==> config.mk <==
export PLATFORM = sky130hd
export DESIGN_NAME = magnetometer_lowpass_iron_calibration_top
export DESIGN_NICKNAME = d
export VERILOG_FILES = /design/src/hw/rtl/mlic_pkg.sv /design/src/hw/rtl/mlic_datapath.sv /design/src/hw/rtl/magnetometer_lowpass_iron_calibration_top.sv
export SDC_FILE = /design/constraint.sdc
export NUM_CORES = 2
export LEC_CHECK = 0
export CAP_MARGIN = 0
export CORE_ASPECT_RATIO = 1.2
export CORE_MARGIN = 3
export CORE_UTILIZATION = 40
export CTS_BUF_LIST = sky130_fd_sc_hd__clkbuf_4 sky130_fd_sc_hd__clkbuf_8 sky130_fd_sc_hd__clkbuf_16
export DETAILED_ROUTE_END_ITERATION = 6
export DONT_BUFFER_PORTS = 1
export PLACE_DENSITY = 0.59
export SLEW_MARGIN = 20
export SYNTH_ARGS = -nofsm -noshare
export SYNTH_HDL_FRONTEND = slang
export SYNTH_SLANG_ARGS = --single-unit
==> constraint.sdc <==
create_clock -name i_clk -period 10 [get_ports i_clk]
set_input_delay 2 -clock i_clk [delete_from_list [all_inputs] [get_ports i_clk]]
set_output_delay 2 -clock i_clk [all_outputs]
set_load 0.01 [all_outputs]
==> src/hw/rtl/mlic_pkg.sv <==
`default_nettype none
// ----------------------------------------------------------------------------
// mlic_pkg: shared types and constants for the magnetometer calibration block
// Field widths, register map, microcode word layout and the step program.
// ----------------------------------------------------------------------------
package mlic_pkg;

    localparam int SAMPLE_BITS    = 16;
    localparam int COEF_FRAC_BITS = 14;

    localparam int RAW_W   = 16;
    localparam int SCALE_W = 18;
    localparam int ALPHA_W = 17;
    localparam int OFF_W   = 16;
    localparam int ROW_W   = 48;
    localparam int COEF_W  = 16;
    localparam int OUT_W   = 21;
    localparam int LP_W    = 19;
    localparam int D_W     = 20;
    localparam int H_W     = 20;
    localparam int MA_W    = 20;
    localparam int MB_W    = 19;
    localparam int PROD_W  = MA_W + MB_W;
    localparam int ACC_W   = 40;
    localparam int FSH     = 16;

    localparam int STEP_W  = 4;
    localparam int ADDR_W  = 6;
    localparam int DATA_W  = 64;

    localparam logic [ALPHA_W-1:0] ONE_Q16 = ALPHA_W'(65536);

    localparam logic [SCALE_W-1:0]      RST_SCALE = SCALE_W'(102400);
    localparam logic [ALPHA_W-1:0]      RST_ALPHA = ALPHA_W'(65536);
    localparam logic signed [OFF_W-1:0] RST_OFF_X = -16'sd1331;
    localparam logic signed [OFF_W-1:0] RST_OFF_Y = 16'sd5101;
    localparam logic signed [OFF_W-1:0] RST_OFF_Z = 16'sd201;
    localparam logic [ROW_W-1:0]        RST_ROW0  = 48'd730112999598;
    localparam logic [ROW_W-1:0]        RST_ROW1  = 48'd281110919577120;
    localparam logic [ROW_W-1:0]        RST_ROW2  = 48'd73735993032873;

    typedef enum logic [2:0] {
        REG_SCALE = 3'd0,
        REG_ALPHA = 3'd1,
        REG_OFF_X = 3'd2,
        REG_OFF_Y = 3'd3,
        REG_OFF_Z = 3'd4,
        REG_ROW0  = 3'd5,
        REG_ROW1  = 3'd6,
        REG_ROW2  = 3'd7
    } t_reg_idx;

    typedef struct packed {
        logic [SCALE_W-1:0]      scale;
        logic [ALPHA_W-1:0]      alpha;
        logic signed [OFF_W-1:0] off_x;
        logic signed [OFF_W-1:0] off_y;
        logic signed [OFF_W-1:0] off_z;
        logic [ROW_W-1:0]        row0;
        logic [ROW_W-1:0]        row1;
        logic [ROW_W-1:0]        row2;
    } t_cfg;

    typedef enum logic [1:0] {
        A_RAW  = 2'd0,
        A_DIFF = 2'd1,
        A_H    = 2'd2
    } t_asel;

    typedef enum logic [1:0] {
        B_SCALE = 2'd0,
        B_ALPHA = 2'd1,
        B_COEF  = 2'd2
    } t_bsel;

    typedef enum logic [2:0] {
        WB_NONE = 3'd0,
        WB_X    = 3'd1,
        WB_LP   = 3'd2,
        WB_CLR  = 3'd3,
        WB_ADD  = 3'd4,
        WB_OUT  = 3'd5
    } t_wb;

    typedef enum logic {
        SQ_NEXT = 1'b0,
        SQ_END  = 1'b1
    } t_sq;

    typedef struct packed {
        logic       mul_en;
        t_asel      a_sel;
        logic [1:0] a_idx;
        t_bsel      b_sel;
        logic [1:0] row;
        t_wb        wb;
        logic [1:0] wb_idx;
        t_sq        sq;
    } t_uop;

    function automatic t_uop mk_uop(input logic m, input t_asel a, input logic [1:0] ai,
                                    input t_bsel b, input logic [1:0] r, input t_wb w,
                                    input logic [1:0] wi, input t_sq s);
        t_uop u;
        u.mul_en = m;
        u.a_sel  = a;
        u.a_idx  = ai;
        u.b_sel  = b;
        u.row    = r;
        u.wb     = w;
        u.wb_idx = wi;
        u.sq     = s;
        return u;
    endfunction

    // each step but the last issues one product; each step but the first retires the product of the step before
    function automatic t_uop ucode(input logic [STEP_W-1:0] step);
        t_uop u;
        case (step)
            4'd0:  u = mk_uop(1'b1, A_RAW,  2'd0, B_SCALE, 2'd0, WB_NONE, 2'd0, SQ_NEXT);
            4'd1:  u = mk_uop(1'b1, A_RAW,  2'd1, B_SCALE, 2'd0, WB_X,    2'd0, SQ_NEXT);
            4'd2:  u = mk_uop(1'b1, A_RAW,  2'd2, B_SCALE, 2'd0, WB_X,    2'd1, SQ_NEXT);
            4'd3:  u = mk_uop(1'b1, A_DIFF, 2'd0, B_ALPHA, 2'd0, WB_X,    2'd2, SQ_NEXT);
            4'd4:  u = mk_uop(1'b1, A_DIFF, 2'd1, B_ALPHA, 2'd0, WB_LP,   2'd0, SQ_NEXT);
            4'd5:  u = mk_uop(1'b1, A_DIFF, 2'd2, B_ALPHA, 2'd0, WB_LP,   2'd1, SQ_NEXT);
            4'd6:  u = mk_uop(1'b1, A_H,    2'd0, B_COEF,  2'd0, WB_LP,   2'd2, SQ_NEXT);
            4'd7:  u = mk_uop(1'b1, A_H,    2'd1, B_COEF,  2'd0, WB_CLR,  2'd0, SQ_NEXT);
            4'd8:  u = mk_uop(1'b1, A_H,    2'd2, B_COEF,  2'd0, WB_ADD,  2'd0, SQ_NEXT);
            4'd9:  u = mk_uop(1'b1, A_H,    2'd0, B_COEF,  2'd1, WB_OUT,  2'd0, SQ_NEXT);
            4'd10: u = mk_uop(1'b1, A_H,    2'd1, B_COEF,  2'd1, WB_CLR,  2'd0, SQ_NEXT);
            4'd11: u = mk_uop(1'b1, A_H,    2'd2, B_COEF,  2'd1, WB_ADD,  2'd0, SQ_NEXT);
            4'd12: u = mk_uop(1'b1, A_H,    2'd0, B_COEF,  2'd2, WB_OUT,  2'd1, SQ_NEXT);
            4'd13: u = mk_uop(1'b1, A_H,    2'd1, B_COEF,  2'd2, WB_CLR,  2'd0, SQ_NEXT);
            4'd14: u = mk_uop(1'b1, A_H,    2'd2, B_COEF,  2'd2, WB_ADD,  2'd0, SQ_NEXT);
            4'd15: u = mk_uop(1'b0, A_RAW,  2'd0, B_SCALE, 2'd0, WB_OUT,  2'd2, SQ_END);
            default: u = mk_uop(1'b0, A_RAW, 2'd0, B_SCALE, 2'd0, WB_NONE, 2'd0, SQ_END);
        endcase
        return u;
    endfunction

    // keep the low SAMPLE_BITS bits and sign-extend from the top one
    function automatic logic signed [RAW_W-1:0] sext_sample(input logic [RAW_W-1:0] v);
        logic [RAW_W-1:0]        up;
        logic signed [RAW_W-1:0] s;
        up = v << (RAW_W - SAMPLE_BITS);
        s  = $signed(up) >>> (RAW_W - SAMPLE_BITS);
        return s;
    endfunction

endpackage
`default_nettype wire

==> src/hw/rtl/mlic_datapath.sv <==
`default_nettype none
// ----------------------------------------------------------------------------
// mlic_datapath: shared-multiplier datapath
// One signed multiplier, product register, accumulator, per-axis filter state
// and the saturating output registers, all steered by the current control word.
// ----------------------------------------------------------------------------
module mlic_datapath (
    input  wire logic                               i_clk,
    input  wire logic                               i_rst_n,
    input  wire logic                               i_load,
    input  wire logic [mlic_pkg::RAW_W-1:0]         i_raw_x,
    input  wire logic [mlic_pkg::RAW_W-1:0]         i_raw_y,
    input  wire logic [mlic_pkg::RAW_W-1:0]         i_raw_z,
    input  wire logic                               i_en,
    input  wire mlic_pkg::t_uop                     i_uop,
    input  wire mlic_pkg::t_cfg                     i_cfg,
    output logic signed [mlic_pkg::OUT_W-1:0]       o_cal_x,
    output logic signed [mlic_pkg::OUT_W-1:0]       o_cal_y,
    output logic signed [mlic_pkg::OUT_W-1:0]       o_cal_z
);
    import mlic_pkg::*;

    localparam int SH_W = ACC_W - COEF_FRAC_BITS;
    localparam int PS_W = PROD_W - FSH;
    localparam logic signed [SH_W-1:0] SH_MAX = SH_W'((2 ** (OUT_W - 1)) - 1);
    localparam logic signed [SH_W-1:0] SH_MIN = -SH_W'(2 ** (OUT_W - 1));

    logic signed [RAW_W-1:0]  r_raw [3];
    logic signed [D_W-1:0]    r_d   [3];
    logic signed [LP_W-1:0]   r_lp  [3];
    logic signed [H_W-1:0]    r_h   [3];
    logic signed [OUT_W-1:0]  r_res [2];
    logic signed [PROD_W-1:0] r_prod;
    logic signed [ACC_W-1:0]  r_acc;

    logic signed [MA_W-1:0]   op_a;
    logic signed [MB_W-1:0]   op_b;
    logic signed [PROD_W-1:0] n_prod;
    logic [ALPHA_W-1:0]       alpha_c;
    logic [ROW_W-1:0]         row_sel;
    logic signed [COEF_W-1:0] coef;
    logic signed [PS_W-1:0]   ps16;
    logic signed [LP_W-1:0]   lp_old;
    logic signed [LP_W-1:0]   n_lp;
    logic signed [OFF_W-1:0]  off_sel;
    logic signed [D_W-1:0]    n_d;
    logic signed [H_W-1:0]    n_h;
    logic signed [ACC_W-1:0]  prod_x;
    logic signed [ACC_W-1:0]  sum;
    logic signed [SH_W-1:0]   sh;
    logic signed [OUT_W-1:0]  sat;

    assign alpha_c = (i_cfg.alpha > ONE_Q16) ? ONE_Q16 : i_cfg.alpha;

    always_comb begin
        case (i_uop.row)
            2'd0:    row_sel = i_cfg.row0;
            2'd1:    row_sel = i_cfg.row1;
            default: row_sel = i_cfg.row2;
        endcase
        case (i_uop.a_idx)
            2'd0:    coef = $signed(row_sel[COEF_W-1:0]);
            2'd1:    coef = $signed(row_sel[2*COEF_W-1:COEF_W]);
            default: coef = $signed(row_sel[3*COEF_W-1:2*COEF_W]);
        endcase
    end

    always_comb begin
        case (i_uop.a_sel)
            A_RAW:   op_a = MA_W'(r_raw[i_uop.a_idx]);
            A_DIFF:  op_a = r_d[i_uop.a_idx];
            A_H:     op_a = r_h[i_uop.a_idx];
            default: op_a = '0;
        endcase
        case (i_uop.b_sel)
            B_SCALE: op_b = $signed({1'b0, i_cfg.scale});
            B_ALPHA: op_b = $signed({{(MB_W-ALPHA_W){1'b0}}, alpha_c});
            B_COEF:  op_b = MB_W'(coef);
            default: op_b = '0;
        endcase
    end

    assign n_prod = op_a * op_b;

    always_comb begin
        case (i_uop.wb_idx)
            2'd0:    off_sel = i_cfg.off_x;
            2'd1:    off_sel = i_cfg.off_y;
            default: off_sel = i_cfg.off_z;
        endcase
    end

    assign ps16   = r_prod[PROD_W-1:FSH];
    assign lp_old = r_lp[i_uop.wb_idx];
    assign n_d    = $signed(ps16[D_W-1:0]) - D_W'(lp_old);
    assign n_lp   = lp_old + $signed(ps16[LP_W-1:0]);
    assign n_h    = H_W'(n_lp) - H_W'(off_sel);
    assign prod_x = ACC_W'(r_prod);
    assign sum    = r_acc + prod_x;
    assign sh     = sum[ACC_W-1:COEF_FRAC_BITS];

    always_comb begin
        if (sh > SH_MAX) begin
            sat = SH_MAX[OUT_W-1:0];
        end else if (sh < SH_MIN) begin
            sat = SH_MIN[OUT_W-1:0];
        end else begin
            sat = sh[OUT_W-1:0];
        end
    end

    always_ff @(posedge i_clk) begin
        if (i_load) begin
            r_raw[0] <= sext_sample(i_raw_x);
            r_raw[1] <= sext_sample(i_raw_y);
            r_raw[2] <= sext_sample(i_raw_z);
        end
        if (i_en) begin
            if (i_uop.mul_en) begin
                r_prod <= n_prod;
            end
            case (i_uop.wb)
                WB_X: begin
                    r_d[i_uop.wb_idx] <= n_d;
                end
                WB_LP: begin
                    r_h[i_uop.wb_idx] <= n_h;
                end
                WB_CLR: begin
                    r_acc <= prod_x;
                end
                WB_ADD: begin
                    r_acc <= sum;
                end
                WB_OUT: begin
                    if (i_uop.wb_idx == 2'd2) begin
                        o_cal_x <= r_res[0];
                        o_cal_y <= r_res[1];
                        o_cal_z <= sat;
                    end else begin
                        r_res[i_uop.wb_idx[0]] <= sat;
                    end
                end
                default: begin
                end
            endcase
        end
    end

    // filter state persists between samples and clears at reset
    always_ff @(posedge i_clk) begin
        if (!i_rst_n) begin
            r_lp[0] <= '0;
            r_lp[1] <= '0;
            r_lp[2] <= '0;
        end else if (i_en && i_uop.wb == WB_LP) begin
            r_lp[i_uop.wb_idx] <= n_lp;
        end
    end

endmodule
`default_nettype wire

==> src/hw/rtl/magnetometer_lowpass_iron_calibration_top.sv <==
`default_nettype none
// ----------------------------------------------------------------------------
// magnetometer_lowpass_iron_calibration_top: three-axis magnetometer calibration
// Scale to microtesla, per-axis low-pass, hard-iron offset, soft-iron matrix,
// saturation to 21 bits, run by a sixteen-step microcode program.
// ----------------------------------------------------------------------------
// Each sample runs the whole program from acceptance to result: all fifteen products
// (three scalings, three filter updates, nine matrix terms) go through a single
// 20x19 signed multiplier, one per step, plus a final step that drains the last
// product into the output register. A new sample is accepted only once the
// program has returned to idle, not while an earlier one is still in flight. The
// last step waits while an earlier result has not yet been taken. Registers sit
// at byte address 8*i on the 64-bit configuration port.
module magnetometer_lowpass_iron_calibration_top (
    input  wire logic                                 i_clk,
    input  wire logic                                 i_rst_n,
    input  wire logic                                 i_valid,
    output logic                                      o_ready,
    input  wire logic signed [mlic_pkg::RAW_W-1:0]    i_raw_x,
    input  wire logic signed [mlic_pkg::RAW_W-1:0]    i_raw_y,
    input  wire logic signed [mlic_pkg::RAW_W-1:0]    i_raw_z,
    output logic                                      o_valid,
    input  wire logic                                 i_ready,
    output logic signed [mlic_pkg::OUT_W-1:0]         o_cal_x,
    output logic signed [mlic_pkg::OUT_W-1:0]         o_cal_y,
    output logic signed [mlic_pkg::OUT_W-1:0]         o_cal_z,
    input  wire logic                                 psel,
    input  wire logic                                 penable,
    input  wire logic                                 pwrite,
    input  wire logic [mlic_pkg::ADDR_W-1:0]          paddr,
    input  wire logic [mlic_pkg::DATA_W-1:0]          pwdata,
    output logic [mlic_pkg::DATA_W-1:0]               prdata,
    output logic                                      pready
);
    import mlic_pkg::*;

    typedef enum logic [1:0] {
        S_IDLE = 2'b01,
        S_RUN  = 2'b10
    } t_seq;

    t_cfg              r_cfg;
    t_seq              r_state;
    t_seq              n_state;
    logic [STEP_W-1:0] r_step;
    logic [STEP_W-1:0] n_step;
    logic              r_ovalid;
    logic              n_ovalid;

    t_uop              uop;
    t_reg_idx          reg_idx;
    logic              wr;
    logic              load;
    logic              out_free;
    logic              adv;

    assign pready  = 1'b1;
    assign reg_idx = t_reg_idx'(paddr[ADDR_W-1:3]);
    assign wr      = psel && penable && pwrite && pready;

    always_ff @(posedge i_clk) begin
        if (!i_rst_n) begin
            r_cfg.scale <= RST_SCALE;
            r_cfg.alpha <= RST_ALPHA;
            r_cfg.off_x <= RST_OFF_X;
            r_cfg.off_y <= RST_OFF_Y;
            r_cfg.off_z <= RST_OFF_Z;
            r_cfg.row0  <= RST_ROW0;
            r_cfg.row1  <= RST_ROW1;
            r_cfg.row2  <= RST_ROW2;
        end else if (wr) begin
            case (reg_idx)
                REG_SCALE: r_cfg.scale <= pwdata[SCALE_W-1:0];
                REG_ALPHA: r_cfg.alpha <= pwdata[ALPHA_W-1:0];
                REG_OFF_X: r_cfg.off_x <= $signed(pwdata[OFF_W-1:0]);
                REG_OFF_Y: r_cfg.off_y <= $signed(pwdata[OFF_W-1:0]);
                REG_OFF_Z: r_cfg.off_z <= $signed(pwdata[OFF_W-1:0]);
                REG_ROW0:  r_cfg.row0  <= pwdata[ROW_W-1:0];
                REG_ROW1:  r_cfg.row1  <= pwdata[ROW_W-1:0];
                REG_ROW2:  r_cfg.row2  <= pwdata[ROW_W-1:0];
                default: begin
                end
            endcase
        end
    end

    always_comb begin
        case (reg_idx)
            REG_SCALE: prdata = DATA_W'(r_cfg.scale);
            REG_ALPHA: prdata = DATA_W'(r_cfg.alpha);
            REG_OFF_X: prdata = DATA_W'($unsigned(r_cfg.off_x));
            REG_OFF_Y: prdata = DATA_W'($unsigned(r_cfg.off_y));
            REG_OFF_Z: prdata = DATA_W'($unsigned(r_cfg.off_z));
            REG_ROW0:  prdata = DATA_W'(r_cfg.row0);
            REG_ROW1:  prdata = DATA_W'(r_cfg.row1);
            REG_ROW2:  prdata = DATA_W'(r_cfg.row2);
            default:   prdata = '0;
        endcase
    end

    // sequencer: step counter over the control store
    assign uop      = ucode(r_step);
    assign o_ready  = (r_state == S_IDLE);
    assign o_valid  = r_ovalid;
    assign load     = i_valid && o_ready;
    assign out_free = !r_ovalid || i_ready;
    assign adv      = (r_state == S_RUN) && ((uop.sq == SQ_NEXT) || out_free);

    always_comb begin
        n_state  = r_state;
        n_step   = r_step;
        n_ovalid = r_ovalid && !i_ready;
        case (r_state)
            S_IDLE: begin
                if (load) begin
                    n_state = S_RUN;
                    n_step  = '0;
                end
            end
            S_RUN: begin
                if (adv) begin
                    if (uop.sq == SQ_END) begin
                        n_state  = S_IDLE;
                        n_step   = '0;
                        n_ovalid = 1'b1;
                    end else begin
                        n_step = r_step + 1'b1;
                    end
                end
            end
            default: begin
                n_state = S_IDLE;
                n_step  = '0;
            end
        endcase
    end

    always_ff @(posedge i_clk) begin
        if (!i_rst_n) begin
            r_state  <= S_IDLE;
            r_step   <= '0;
            r_ovalid <= 1'b0;
        end else begin
            r_state  <= n_state;
            r_step   <= n_step;
            r_ovalid <= n_ovalid;
        end
    end

    mlic_datapath u_dp (
        .i_clk   (i_clk),
        .i_rst_n (i_rst_n),
        .i_load  (load),
        .i_raw_x (i_raw_x),
        .i_raw_y (i_raw_y),
        .i_raw_z (i_raw_z),
        .i_en    (adv),
        .i_uop   (uop),
        .i_cfg   (r_cfg),
        .o_cal_x (o_cal_x),
        .o_cal_y (o_cal_y),
        .o_cal_z (o_cal_z)
    );

    a_end_gives_beat: assert property (@(posedge i_clk) disable iff (!i_rst_n)
        (adv && uop.sq == SQ_END) |=> r_ovalid)
        else $error("finished program did not present a result beat");

    a_load_starts: assert property (@(posedge i_clk) disable iff (!i_rst_n)
        load |=> (r_state == S_RUN && r_step == '0))
        else $error("accepted beat did not start the program at step zero");

    a_idle_step: assert property (@(posedge i_clk) disable iff (!i_rst_n)
        (r_state == S_IDLE) |-> (r_step == '0))
        else $error("step counter running while idle");

    a_end_holds: assert property (@(posedge i_clk) disable iff (!i_rst_n)
        (r_state == S_RUN && uop.sq == SQ_END && r_ovalid && !i_ready)
        |=> (r_state == S_RUN && $stable(r_step)))
        else $error("last step retired over an untaken result");

endmodule
`default_nettype wire
# [Word level (Yosys, flattened, before mapping)]
# Memories as Yosys holds them, arrays and structs flattened. A register that Yosys moved wholly into a read port is not among the register bits.
# Cells that the tools add are included.
[op_classes] addsub=5 n_mul=1 magnitude_cmp=3 eq_ne=25 muxes=42 bitwise_logic=1 reduce_logical=31
[ops] operator="$pmux W64 S8" n=1
[ops] operator="$pmux W48 S2" n=1
[ops] operator="$pmux W40 S2" n=1
[ops] operator="$pmux W16 S2" n=2
[ops] operator="$pmux W20 S3" n=1
[ops] operator="$pmux W19 S3" n=1
[ops] operator="$mux W21" n=2
[ops] operator="$add A40 B39 Y40" n=1
[ops] operator="$mul A20 B19 Y39" n=1
[ops] operator="$gt A26 B21 Y1 const B" n=1
[ops] operator="$lt A26 B21 Y1 const B" n=1
[ops] operator="$reduce_and A2 Y1" n=11
[ops] operator="$mux W1" n=20
[ops] operator="$mux W4" n=5
[ops] operator="$sub A19 B16 Y20" n=1
[ops] operator="$sub A20 B19 Y20" n=1
[ops] operator="$add A19 B19 Y19" n=1
[ops] operator="$mux W19" n=1
[ops] operator="$reduce_or A19 Y1" n=1
[ops] operator="$eq A3 B3 Y1 const B" n=6
[ops] operator="$gt A17 B17 Y1 const B" n=1
[ops] operator="$mux W17" n=1
[ops] operator="$eq A2 B1 Y1 const B" n=6
[ops] operator="$eq A3 B2 Y1 const B" n=4
[ops] operator="16 further kinds" n=36
[totals] register_bits=334 ramBits=267 mem_bits_ro=240 input_bits=125 output_inout_bits=130 word_cells=128 mem_count=6
[memory_table] memory="(no name shown)" depth=16 word_bits=15 rd=1 rd_ports_with_merged_regs=1 wr=0 line="mlic_pkg.sv:119" source="case (step)"
[memory_table] memory="u_dp.r_d" depth=3 word_bits=20 rd=1 rd_ports_with_merged_regs=0 wr=1 line="mlic_datapath.sv:29" source="logic signed [D_W-1:0] r_d [3];"
[memory_table] memory="u_dp.r_h" depth=3 word_bits=20 rd=1 rd_ports_with_merged_regs=0 wr=1 line="mlic_datapath.sv:31" source="logic signed [H_W-1:0] r_h [3];"
[memory_table] memory="u_dp.r_lp" depth=3 word_bits=19 rd=1 rd_ports_with_merged_regs=0 wr=3 line="mlic_datapath.sv:30" source="logic signed [LP_W-1:0] r_lp [3];"
[memory_table] memory="u_dp.r_raw" depth=3 word_bits=16 rd=1 rd_ports_with_merged_regs=0 wr=3 line="mlic_datapath.sv:28" source="logic signed [RAW_W-1:0] r_raw [3];"
[memory_table] memory="u_dp.r_res" depth=2 word_bits=21 rd=2 rd_ports_with_merged_regs=2 wr=1 line="mlic_datapath.sv:32" source="logic signed [OUT_W-1:0] r_res [2];"

# [Depth between registers and ports, before layout]
[depth] word_depth=10 mapped_depth=36 mapped_depth_nobuf=33

# [Cells and area by module]
# From an unflattened synthesis, not the netlist that was laid out.
[hier_totals] cells_unflattened=4784 hier_area_um2=47362.9
[by_module_without_submodules] module="mlic_datapath" n_inst=1 cells_per_inst=3360 area_per_inst_um2=36204.7 seq_area_each_um2=12852.3
[by_module_without_submodules] module="magnetometer_lowpass_iron_calibration_top" n_inst=1 cells_per_inst=1424 area_per_inst_um2=11158.2 seq_area_each_um2=4944.7

# [Least setup slack after synthesis]
# OpenSTA, ideal clock, no wires.
[synth_path] kind="reg-to-reg" start="register, netlist name uop[11]" end="register u_dp.r_prod[38], data pin" setup_time_ns=0.266 arrival_ns=7.908 required_time_ns=9.734 slack_ns=1.826 path_stages_with_launch=30 path_buffers=5 synth_period_minus_slack_ns=8.174 cell_sequence="dfxtp_1 > clkbuf_1 > clkbuf_1 > buf_1 > buf_1 > a21oi_1 > a21o_1 > nor2_1 > clkbuf_1 > nand2_1 > fa_1 > fa_1 > fa_1 > inv_1 > fa_1 > fa_1 > fa_1 > inv_1 > fa_1 > inv_1 > ha_1 > o21a_1 > o21ai_0 > a21oi_1 > nor4b_1 > o21ai_0 > a41o_1 > o41ai_2 > mux2i_1 > nand4_1"
[synth_via] elab_chain_cells=4 word_cells_on_any_way=9 cone_classes="mul (1); eq/ne (1); mux (3); reduce/logical (1); memory (3)"
[synth_lines] element="$eq A2 B1 Y1 or $logic_not A2 Y1 (tied branches)" line="mlic_datapath.sv:61" source="case (i_uop.a_idx)"
[synth_lines] element="$pmux W16 S2" line="mlic_datapath.sv:61"
[synth_lines] element="$pmux W19 S3" line="mlic_datapath.sv:75" source="case (i_uop.b_sel)"
[synth_lines] element="$mul A20 B19 Y39 *" line="mlic_datapath.sv:83" source="assign n_prod = op_a * op_b;"
[synth_lines] element="via u_dp.n_prod[38]" line="mlic_datapath.sv:38" source="logic signed [PROD_W-1:0] n_prod;"
[synth_lines] element="end signal: assignment" line="mlic_datapath.sv:120" source="r_prod <= n_prod;"
[synth_lines] element="end: declaration" line="mlic_datapath.sv:33" source="logic signed [PROD_W-1:0] r_prod;"
# The timed path passes the listed nets; every way through them passes the cells marked *.
# A chain may end at the register's enable or synchronous reset.

# [Worst setup path after layout]
[layout_path] start="register, netlist name uop[10]" end="register u_dp.r_prod[38], data pin"
[layout_via] elab_chain_cells=4 word_cells_on_any_way=9 cone_classes="mul (1); eq/ne (1); mux (3); reduce/logical (1); memory (3)"
[layout_lines] element="$eq A2 B1 Y1 or $logic_not A2 Y1 (tied branches)" line="mlic_datapath.sv:61"
[layout_lines] element="$pmux W16 S2" line="mlic_datapath.sv:61"
[layout_lines] element="$pmux W19 S3" line="mlic_datapath.sv:75"
[layout_lines] element="$mul A20 B19 Y39 *" line="mlic_datapath.sv:83"
[layout_lines] element="via u_dp.n_prod[38]" line="mlic_datapath.sv:38"
# Marked as above.

==> impl_metrics.yaml <==
finish:
  drive_above_1_share_pct: 8.75
  stdcell_count: 6424
  area_growth_syn_to_layout_pct: 10.1
  nets: 5548
  post-route-util_pct: 44.4
setup_path:
  critPathTopFamily: "adder cells"
  arrival_ns: 9.88
  critical_path_class: "flop to flop"
  cp_num_buf_inv: 7
  slowest_stage: "fa_1"
  crit_path_end_kind: "flop"
  timing.critical_path.mode_cell: "fa_1"
  cp.required_ns: 10.38
  slowest_delay_ns: 0.67
  crit_fanout: 24
  setup.worst_path.start_class: "flop"
die:
  io_pins: 255
  start_util_pct: 40.3
  die_area_um2: 123000
  row_count: 138
  fp.dieH_um: 384
  core_um2: 118000
  die_w_um: 321
synth:
  ys_top_cells_by_area: "edfxtp_1, fa_1, dfxtp_1"
  synth_seq_cells: 675
  postSynthAreaPerCell_um2: 9.77
  synth_area_leader_cell: "edfxtp_1"
  synthArstFlopShare_pct: 0
  synth_top_area_share_pct: 27.0
  ys.warnings.count: 0
  synth_ff_type: "edfxtp_1"
  synth_area_um2: 47600
  yosysUniqueCellTypes: 89
  ys_seq_area_share_pct: 37.4
  synth_common_cells: "nand2_1, inv_1, edfxtp_1, nor2_1, fa_1"
  synth_edf_count: 428
  yosysMostFrequentCell: "nand2_1"
  netlist_instances: 4871
detailed_routing:
  remaining_drc_errors: 0
  viasPerCell: 5.46
  drt-initial-drc-count: 2617
  vias: 35100
  drtPass1Iterations: 5
  wl_per_cell_um: 22.5
  drt_wl_total_um: 144000
  antenna_left: 0
sta:
  setup_tns_ns: 0
  finClkSkew_ns: 0.0541
  slew_headroom_pct: 21.8
  worst-slew-pin-transition_ns: 1.17
  setup_slack_ns: 0.503
  rsz0062_at_grt: "no"
  post-route-period-util_pct: 95.0
  setup_viol: 0
  fin_crit_ns: 9.50
  slew_violations: 0
  fmax_mhz: 105
  hold_viol: 0
place:
  dp_hpwl_um: 106000
  dp_cells: 6274
  post-place-ws_ns: 0.457
  globalplace.congestion: 0.924
  io_buffers: 0
power_and_ir_drop:
  p_per_area_nw_per_um2: 167
  p_total_mw: 8.77
  p_leak_nw: 21.4
  peakVddDrop_mv: 0.132
run_status:
  status: "completed"
clock_tree:
  cts_sinks: 675
  cts_resized: 0
  h-tree-depth: 3
  clockBufferDepth: 3
  cts_root_buffer: "clkbuf_16"
  clk_pin_slew_ns: 0.06
  cts_buffers: 78
  cts_tree: "yes"
  clock_latency_ns: 0.68
grt:
  grt-ovfl-total: 0
  grt_pass1_vias: 35400
  antenna_found_initial: 6
  grt_start_max_net_pins: 239
  grt_first_pass_wirelength_um: 217000
  gr-usage-all-layers_pct: 23.3
run:
  max_cap_violations: 0
hold_path:
  hp-class: "flop to flop"
==> through the flow <==
stage               instance area [um^2]  hold WS [ns]
floorplan                          47700         0.400
global placement                   49600         0.401
detailed placement                 49600         0.405
CTS                                52400         0.416
global route                       52400         0.421
finish                             52400         0.416
==> timing repair <==
item / 4_1_cts / 5_1_grt
endpoints found under the setup margin: 0 / 1
buffers inserted: 0 / 1
hold buffers: 0 / 0
==> final timing paths <==
path | slack, ns | to | startpoint | cells past startpoint
worst max register to register | 0.50 | u_dp.r_prod[38]$_DFFE_PP_ | uop[10]$_DFF_P_ | 31
worst min register to register | 0.42 | o_cal_y[11]$_DFFE_PP_ | u_dp.r_res[1][11]$_DFFE_PP_ | 0
worst max-delay path | 0.50 | u_dp.r_prod[38]$_DFFE_PP_ | uop[10]$_DFF_P_ | 31
worst min-delay path | 0.42 | o_cal_y[11]$_DFFE_PP_ | u_dp.r_res[1][11]$_DFFE_PP_ | 0
==> sequential cells by signal, summed over array words and instances, names as in the netlist <==
register,flops
r_cfg,227
o_cal_x,21
r_state,2
u_dp.r_raw,48
r_step,4
u_dp.r_res,42
o_valid,1
uop,13
u_dp.r_lp,76
u_dp.r_prod,39
o_cal_y,21
u_dp.o_cal_z,21
u_dp.r_h,60
u_dp.r_d,60
u_dp.r_acc,40
==> logic make-up after synthesis <==
logic type / after synthesis / synth area share, %
muxes: 224 / 5.80
buffers and inverters: 767 / 6.43
xor gates and xnor gates: 128 / 2.37
adders and majority gates: 608 / 22.1
and+or+nand+nor: 1674 / 14.9
DFF: 675 / 37.4
other: 2 / 0.0158
AOI/OAI and AO/OA: 793 / 10.9
==> power breakdown <==
part           leakage, nW  total [mW]  switching [mW]  internal [mW]
Sequential            5.96        3.16          0.0388           3.12
Clock                 1.35        3.09            1.25           1.84
Combinational         14.1        2.52            1.54          0.975
Total                 21.4        8.77            2.83           5.93
==> cell type report <==
cell class | instances | area, um^2
sequential | 675 | 17800
clock inverter | 55 | 721
timing repair buffer | 135 | 1140
multi-input combinational | 3444 | 26900
inverter | 481 | 1810
tap | 1540 | 1930
antenna | 4 | 10.0
clock buffer | 90 | 2060
fill | 11300 | 65700
==> cell usage in the layout (no fill, tap or decap), types with 21 or more instances in the layout <==
cell       count
and3_1        21
nand3_1      131
buf_4        125
dfxtp_1      240
mux2_2        36
nand2b_1      30
xnor2_1       89
a21oi_1      220
a21boi_0     138
inv_1        479
clkbuf_16     78
fa_1         390
mux2i_1      150
o21ai_0      150
nor3_1        68
nand2_1      835
nor2b_1       63
and2_1        39
nor2_1       409
edfxtp_1     428
xor2_1        38
a21o_1        37
ha_1         218
mux4_2        38
a211oi_1      46
==> layer usage <==
layer  global-route usage [%]  part of all wire, %  vias to the layer above
met5                        0                0.019                        -
met4                     11.8                  5.6                        4
met3                     4.90                  7.3                      313
met2                     39.4                   48                     1233
met1                     28.0                   39                    17300
li1                         -                    -                    16200
(Power assumes the default switching activity.)
